$ cat src/rtl/assert_macros.svh
// Assertion helpers shared by the RTL.
`ifndef ASSERT_MACROS_SVH
`define ASSERT_MACROS_SVH

// Condition must hold in the same cycle as the trigger.
`define CHR_ASSERT_NOW(lbl, ck, rst_n, ante, cons, msg) \
	lbl: assert property (@(posedge ck) disable iff (!rst_n) (ante) |-> (cons)) \
		else $error(msg);

// Condition must hold in the cycle after the trigger.
`define CHR_ASSERT_NEXT(lbl, ck, rst_n, ante, cons, msg) \
	lbl: assert property (@(posedge ck) disable iff (!rst_n) (ante) |=> (cons)) \
		else $error(msg);

`endif

$ cat src/rtl/chr_pkg.sv
package chr_pkg;

	// default sizes
	localparam int DefMaxPoints   = 256;
	localparam int DefMaxMembers  = 16;
	localparam int DefMaxReplicas = 8;

	// hash constants
	localparam logic [63:0] HASH_SEED  = 64'h9e37_79b9_7f4a_7c15;
	localparam logic [63:0] MIX_C1     = 64'hff51_afd7_ed55_8ccd;
	localparam logic [63:0] MIX_C2     = 64'hc4ce_b9fe_1a85_ec53;
	localparam logic [63:0] ABSORB_ADD = 64'h0000_0000_52dc_e729;
	localparam int          MIX_SHIFT  = 33;
	localparam int          ROT_LEFT   = 27;

	// ASCII used when building point names
	localparam logic [7:0] CHAR_COLON = 8'h3a;
	localparam logic [3:0] CHAR_DIGIT_HI = 4'h3;

	// register reset values, and the vnode count used when the register is zero
	localparam logic [6:0] VNODES_RESET  = 7'd16;
	localparam logic [6:0] VNODES_ZERO   = 7'd16;
	localparam logic [3:0] REPLICA_RESET = 4'd3;

	// stream layout: node_id, key_word, key_bytes, max_wanted
	localparam int S_DATA_W = 104;

	typedef enum logic [1:0] {
		CFG_VNODES   = 2'd0,
		CFG_REPLICAS = 2'd1
	} cfg_index_t;

	typedef enum logic [1:0] {
		ACT_ADD    = 2'd0,
		ACT_REMOVE = 2'd1,
		ACT_KEY    = 2'd2,
		ACT_NONE   = 2'd3
	} action_t;

	typedef enum logic [2:0] {
		ST_OK        = 3'd0,
		ST_EXISTS    = 3'd1,
		ST_NOT_FOUND = 3'd2,
		ST_FULL      = 3'd3,
		ST_EMPTY     = 3'd4
	} status_t;

	// request to and answer from the mixer
	typedef struct packed {
		logic        start;
		logic [63:0] k;
	} mix_req_t;

	typedef struct packed {
		logic        done;
		logic [63:0] value;
	} mix_rsp_t;

	// ring table entry
	typedef struct packed {
		logic [31:0] owner;
		logic [63:0] hash;
	} pt_entry_t;

endpackage

$ cat src/rtl/chr_mix.sv
// 64-bit finaliser mix on one shared 32x32 multiplier.
// Each 64x64 low product takes three partial products.
module chr_mix import chr_pkg::*; (
	input  logic     clk,
	input  logic     arst_n,
	input  mix_req_t req,
	output mix_rsp_t rsp
);

	typedef enum logic [1:0] {M_IDLE, M_MUL, M_XOR} mstate_t;

	mstate_t     state_q;
	logic [1:0]  step_q;
	logic        pass_q;
	logic        done_q;
	logic [63:0] x_q;
	logic [63:0] acc_q;
	logic [63:0] mconst;
	logic [31:0] op_a;
	logic [31:0] op_b;
	logic [63:0] prod;

	// operand select for the partial products
	always_comb begin
		mconst = pass_q ? MIX_C2 : MIX_C1;
		unique case (step_q)
			2'd0: begin
				op_a = x_q[31:0];
				op_b = mconst[31:0];
			end
			2'd1: begin
				op_a = x_q[31:0];
				op_b = mconst[63:32];
			end
			default: begin
				op_a = x_q[63:32];
				op_b = mconst[31:0];
			end
		endcase
		prod = 64'(op_a) * 64'(op_b);
	end

	// sequencer
	always_ff @(posedge clk or negedge arst_n) begin
		if (!arst_n) begin
			state_q <= M_IDLE;
			step_q  <= '0;
			pass_q  <= 1'b0;
			done_q  <= 1'b0;
			x_q     <= '0;
			acc_q   <= '0;
		end else begin
			done_q <= 1'b0;
			unique case (state_q)
				M_IDLE: begin
					if (req.start) begin
						x_q     <= req.k ^ (req.k >> MIX_SHIFT);
						pass_q  <= 1'b0;
						step_q  <= '0;
						state_q <= M_MUL;
					end
				end
				M_MUL: begin
					if (step_q == 2'd0) begin
						acc_q  <= prod;
						step_q <= step_q + 2'd1;
					end else begin
						acc_q <= acc_q + {prod[31:0], 32'h0};
						if (step_q == 2'd1) begin
							step_q <= step_q + 2'd1;
						end else begin
							state_q <= M_XOR;
						end
					end
				end
				M_XOR: begin
					x_q <= acc_q ^ (acc_q >> MIX_SHIFT);
					if (pass_q) begin
						done_q  <= 1'b1;
						state_q <= M_IDLE;
					end else begin
						pass_q  <= 1'b1;
						step_q  <= '0;
						state_q <= M_MUL;
					end
				end
				default: state_q <= M_IDLE;
			endcase
		end
	end

	assign rsp = '{done: done_q, value: x_q};

endmodule

$ cat config.mk
export PLATFORM = sky130hd
export DESIGN_NAME = chr_mix
export DESIGN_NICKNAME = d
export VERILOG_FILES = /design/src/rtl/assert_macros.svh /design/src/rtl/chr_pkg.sv /design/src/rtl/chr_mix.sv
export SDC_FILE = /design/constraint.sdc
export NUM_CORES = 2
export LEC_CHECK = 0
export ABC_CLOCK_PERIOD_IN_PS = 11120
export CORE_ASPECT_RATIO = 0.75
export CORE_MARGIN = 2
export CORE_UTILIZATION = 60
export CTS_CLUSTER_SIZE = 8
export DETAILED_ROUTE_END_ITERATION = 12
export DONT_BUFFER_PORTS = 1
export PLACE_DENSITY = 0.73
export SYNTH_ARGS = -nofsm -noshare
export SYNTH_HDL_FRONTEND = slang
export SYNTH_SLANG_ARGS = --single-unit
$ cat constraint.sdc
create_clock -name clk -period 11.12 [get_ports clk]
set_input_delay 0.556 -clock clk [delete_from_list [all_inputs] [get_ports clk]]
set_output_delay 0.556 -clock clk [all_outputs]
set_load 0.03 [all_outputs]
== Word level (Yosys, flattened, before mapping) ==
Cells that the tools add are included.

* Register bits after elaboration: 134
* Bits in latches: 0
* Bits in writable memories: 0
* ROM bits: 0
* Input bits: 67
* Output and inout port bits: 65
* Logic and storage cells: 47
* Memories kept: 0

* Add/subtract/negate cells: 2
* $mul: 1
* Div/mod/pow operators: 0
* Order comparisons: 0
* Equality and inequality tests: 8
* Shift operators: 0
* Multiplexer cells: 20
* Bitwise logic cells: 2
* Reduce and logical (&&, ||, !) cells: 8

{| class="wikitable"
|+ Operator list
! cell !! number
|-
| $mux 64 || 2
|-
| $pmux 64 s2 || 1
|-
| $xor 64x31->64 || 2
|-
| $add 64x64->64 || 1
|-
| $mul 32x32->64 || 1
|-
| $mux 32 || 2
|-
| $mux 62 || 1
|-
| $mux 2 || 7
|-
| $pmux 2 s3 || 2
|-
| $ne 2x2->1 const B || 4
|-
| $eq 2x1->1 const B || 2
|-
| $logic_not 2->1 || 2
|-
| $mux 1 || 4
|-
| $reduce_and 4->1 || 1
|-
| $ne 3x3->1 const B || 1
|-
| $reduce_and 3->1 || 1
|-
| $reduce_bool 3->1 || 1
|-
| $add 2x1->2 const B || 1
|-
| $eq 2x2->1 const B || 1
|-
| $pmux 1 s2 || 1
|-
| $reduce_and 2->1 || 1
|-
| $reduce_bool 2->1 || 1
|-
| $reduce_or 2->1 || 1
|}

== Depth between registers and ports, before layout ==
* Depth in word-level cells: 6
* Mapped depth: 44
* Gate-level depth less buffers: 40

== Least setup slack after synthesis ==
Ideal clock, no wire load.

* Kind: reg2reg
* Start point: register step_q[0]
* End point: register acc_q[63]
* Setup time: 0.111 ns
* Data arrival time: 10.073 ns
* Data required time: 11.009 ns
* Slack: 0.935 ns
* Stages on the path, launching flop included: 40
* Buffers on the path: 3
* Period minus slack after synthesis: 10.185 ns
* Cells stage by stage: dfrtp_1 inv_1 ha_1 or2_2 clkbuf_1 clkbuf_1 mux2i_1 inv_1 nand2_1 inv_1 fa_1 fa_1 fa_1 inv_1 fa_1 inv_1 fa_1 inv_1 [... 4 more ...] ha_1 clkbuf_1 a21o_1 a21o_1 a211o_1 a31oi_2 xnor2_1 ha_1 a21o_1 a21o_1 a21oi_1 nor2_1 a211oi_1 o21ai_1 a221oi_2 xnor2_1 mux2_4 a2111oi_2

* Cells in the longest elaborated chain, start to end: 6
* Elaborated cells between the ends (all ways): 8
* Those cells by class: 1 x add/sub; 1 x mul; 1 x eq/ne; 3 x mux; 2 x reduce/logical

{| class="wikitable"
|+ Ends and longest elaborated chain
! item !! RTL line !! RTL
|-
| start: declaration || chr_mix.sv:13 || <nowiki>logic [1:0] step_q;</nowiki>
|-
| start signal: assignment || chr_mix.sv:66 || <nowiki>step_q <= step_q + 2'd1;</nowiki>
|-
| start signal: assignment || chr_mix.sv:70 || <nowiki>step_q <= step_q + 2'd1;</nowiki>
|-
| $eq 2x1->1 / $logic_not 2->1 (equally long branches) || chr_mix.sv:26, chr_mix.sv:64 ||
|-
| $reduce_or 2->1 (no source line) || - ||
|-
| $mux 32 || chr_mix.sv:26 || <nowiki>unique case (step_q)</nowiki>
|-
| $mul 32x32->64 || chr_mix.sv:40 || <nowiki>prod = 64'(op_a) * 64'(op_b);</nowiki>
|-
| $add 64x64->64 || chr_mix.sv:68 || <nowiki>acc_q <= acc_q + {prod[31:0], 32'h0};</nowiki>
|-
| $mux 64 * || chr_mix.sv:64 || <nowiki>if (step_q == 2'd0) begin</nowiki>
|-
| end signal: assignment || chr_mix.sv:65 || <nowiki>acc_q <= prod;</nowiki>
|-
| end signal: assignment || chr_mix.sv:68 ||
|-
| end: declaration || chr_mix.sv:17 || <nowiki>logic [63:0] acc_q;</nowiki>
|}

Mark *: on every way between the ends. The rest lies on a longest branch, timed or not.
A chain may end at the register's enable or synchronous reset.

== Final worst setup path ==
Ends and elaborated chain as after synthesis.

==> summary by stage <==
Status
The flow ran to the end, but the final reports show violations. The final reports fail on hold timing.

Synthesis
After technology mapping, the gate count stands at 3974. The synthesized netlist contains 81 unique library cells. After synthesis the netlist holds a flip-flop and latch count of 134. The per-instance average area after synthesis is about 9.5 um2.

The Yosys step of the flow raised 0 warnings. The biggest area contributor in the post-synthesis netlist is sky130_fd_sc_hd__fa_1. Counting flops with a built-in enable in the synthesized netlist gives 0.

The area of the mapped netlist is 37570 um2. After synthesis, flip-flops and latches occupy slightly below 9% of the total area. The share of synthesized flip-flops with an asynchronous set or reset is 100.0%.

By area the synthesized netlist is led by sky130_fd_sc_hd__fa_1, sky130_fd_sc_hd__ha_1, sky130_fd_sc_hd__inv_1. The number of nets handed over by synthesis was approximately 5.2k. The top cell type's share of synthesized area is 45.93%. The most common flop cell mapped by yosys is sky130_fd_sc_hd__dfrtp_1.

GRT
The met2 usage is between 50% and 60%. The via count of the first global-routing pass was 28.91k. The global routing's busiest layer is met1. For this run, the total global-route usage over all layers was measured as 40.40%. The number of antenna violations at the first check in global routing is 2.

Summed over all layers, the global routing overflow is 0. The fraction of met3 tracks used by global routing is 12.44%. The pin count of the biggest net entering global routing is 135. The met1 usage in global routing is 58.73%. The global-route wire length before repair is 188900 um.

Critical path
The most numerous cell type found on the critical path is sky130_fd_sc_hd__fa_1. The start-to-end type of the worst setup path is reg2reg. Along the worst path, the maximum fanout reaches 14. STA classifies the critical path startpoint as a flop. In this design, the stage delay of the slowest critical-path cell is ~0.74 ns. The data arrival time of the critical path is 10.96 ns. The kind of capture point of the worst setup path is a flop.

Data on the critical path is required at its endpoint by 11.49 ns. The slowest stage of the critical path belongs to the cell sky130_fd_sc_hd__fa_1.

Floorplan
The area enclosed by the die boundary is 64660 um2. Once the floorplan was initialized, standard cells occupied ~60% of the core. The number of top-level design ports is between 100 and 150. Row generation in the floorplan step produced 79 rows.

The core region area is 61980 um2. From bottom edge to top edge, the die measures 220.7 um. The die is 293.0 um wide.

Clock network
The number of setup buffers added after CTS is 0. For the worst-skew pair, the clock arrives at the later sink with an insertion delay of 0.49 ns. Buffers inserted during clock tree synthesis total 25.

After clock tree synthesis, the clock-pin slew on the worst setup and hold paths is 0.05 ns. In this run the number of H-tree levels came out at 4. TritonCTS built the clock tree.

The cell at the root of the clock tree is sky130_fd_sc_hd__clkbuf_16. The clock net in this run drives a total of 134 sinks. The worst-case clock buffer depth is 3.

Place
The number of buffer cells added on primary ports is 0. The detailed placement HPWL is 109400 um. The weighted congestion at the end of routability-driven global placement is 1.073.

Timing
The worst path uses 95.24% of the clock period. The routed design could run at a clock period as short as 10.59 ns. The final worst hold slack is -0.06004 ns. The clock skew after layout is 0.01243 ns.

The total setup violations reported at the end of the flow is 0. The count of final max-slew check failures is 0. At the pin with the least slew margin, the transition time is approximately 0.86 ns. The relative slew slack is 42.00%.

Setup repair after global routing left no endpoint under its margin. The final hold violation count is 15. Derived from the worst setup path, the maximum achievable clock frequency is 0.09443 GHz. Summed over all failing endpoints, the final setup total negative slack is 0 ns.

Cells and area
The layout cell share with drive strength beyond 1 is under 10%. The number of fill cells in the layout is roughly 5.2k. The final layout contains ~5.2k nets.

The layout overhead on the synthesized area is 5.035%.

Routing
The routed wirelength normalized by instance count is 26.16 um. The wire length reported by the detailed router is roughly 120000 um. Dividing the detail-routed via count by the number of cells gives 5.843. The routed layout has 27.81k vias. The first detailed-routing pass took 6 iterations. The count of routing violations after the opening detailed-route iteration is 2947. For this run, design rule violations remaining after detail routing come to 0. The count of nets left with antenna violations once routing finished came out at 0.

Job
The tool flagged a number of max-cap violations equal to 0.

Hold path
In this run the worst hold path is classified as in2async.
==> sequential cells by signal, indices dropped and copies added (netlist names) <==
register  count
acc_q        64
done_q        1
pass_q        1
state_q       2
step_q        2
x_q          64
==> metal layers <==
metal  wire length (um)  share of wire, %
met3              14960                12
met1              52580                42
met5                  9            0.0072
met4               5042               4.1
met2              51900                42
==> layout by cell type (no fill, tap or decap), types with 25 or more instances in the layout <==
cell type and n:
sky130_fd_sc_hd__xor2_1 66, sky130_fd_sc_hd__nor2_1 266, sky130_fd_sc_hd__nand2b_1 31, sky130_fd_sc_hd__a21oi_1 193, sky130_fd_sc_hd__dfrtp_1 134, sky130_fd_sc_hd__buf_4 67
sky130_fd_sc_hd__a22oi_1 38, sky130_fd_sc_hd__nor2b_1 44, sky130_fd_sc_hd__clkbuf_16 25, sky130_fd_sc_hd__o21ai_0 121, sky130_fd_sc_hd__a21o_1 42, sky130_fd_sc_hd__mux2i_1 27
sky130_fd_sc_hd__xnor2_1 86, sky130_fd_sc_hd__fa_1 862, sky130_fd_sc_hd__inv_1 967, sky130_fd_sc_hd__nand2_1 349, sky130_fd_sc_hd__ha_1 331
==> through the flow <==
| step | setup slack [ns] | instances | util (%) | area (um2) |
|---|---|---|---|---|
| detailed placement | 0.5402 | 4725 | 62.45 | 38710 |
| finish | 0.5297 | 4759 | 63.68 | 39460 |
| floorplan | 0.9353 | 3974 | - | 37570 |
| CTS | 0.5203 | 4757 | 63.64 | 39440 |
| global placement | 0.7163 | 4725 | 62.45 | 38710 |
| global route | 0.03642 | 4757 | 63.67 | 39460 |
==> area by class of cell <==
| cell class | count | area [um2] | area share (%) |
|---|---|---|---|
| Inverter | 981 | 3690 | 9.350 |
| Clock inverter | 2 | 35.03 | 0.08877 |
| Multi-Input combinational cell | 2729 | 30090 | 76.24 |
| Tap cell | 810 | 1013 | 2.568 |
| Timing Repair Buffer | 72 | 610.6 | 1.547 |
| Antenna cell | 2 | 5.005 | 0.01268 |
| Clock buffer | 29 | 670.6 | 1.699 |
| Sequential cell | 134 | 3353 | 8.497 |
==> what timing repair did <==
action	in CTS	in global routing
endpoints found under the hold margin	134	0
hold buffers	1	0
setup endpoints to repair	0	1
resized for setup	0	4
==> final timing paths <==
| kind | from | endpoint | slack (ns) | cells after the start |
|---|---|---|---|---|
| worst max-delay path | step_q[0] | acc_q[63] | 0.53 | 35 |
| worst min-delay path | arst_n | x_q[61] | -0.06 | 1 |
| worst max register to register | step_q[0] | acc_q[63] | 0.53 | 35 |
| worst min register to register | acc_q[20] | acc_q[20] | 0.50 | 2 |
| max in group asynchronous | arst_n | acc_q[3] | 10.43 | 1 |
| min in group clk | req[40] | x_q[40] | 0.27 | 2 |
==> critical path: cells and delay by family (launching register included) <==
family / cells / cell delay, ns
AO/OA/AOI/OAI: 8 / 1.72
XOR/XNOR: 2 / 0.58
adder cells (fa/ha/maj): 11 / 5.16
buffers and inverters: 7 / 0.87
flip-flops: 1 / 0.37
multiplexers: 2 / 0.73
AND/OR/NAND/NOR: 5 / 1.00
==> Yosys cell counts (all sizes together) (5+ instances only) <==
library cell	instances
a211oi	8
nor2	267
nand4	21
o22ai	5
a21boi	5
mux2i	27
dfrtp	134
a21oi	195
nand2	350
a21o	43
fa	862
nor2b	48
o21a	10
clkinv	11
xor2	67
o21ai	143
and2	17
and3	10
ha	332
o21bai	20
buf	6
inv	970
xnor2	86
or2	6
nand3	22
or3	6
o211ai	8
mux2	23
nand2b	32
a22oi	38
a31oi	13
nor3	13
nor3b	5
clkbuf	124
==> cell families (layout without fill, tap and decap cells) <==
logic type                 after synthesis  after routing  share of synthesized area [%]
AOI/OAI and AO/OA                      523            523                          8.608
DFF                                    134            134                          8.925
buffers and inverters                 1111           1084                          11.12
other                                    1              3                       0.009981
and+or+nand+nor                        808            808                          9.351
xor gates and xnor gates               153            153                          3.587
adders and majority gates             1194           1194                          56.98
muxes                                   50             50                          1.419
Power is left out: the tool's default activity adds up to more than one toggle a clock period on the data nets, which glitch-free logic cannot reach.
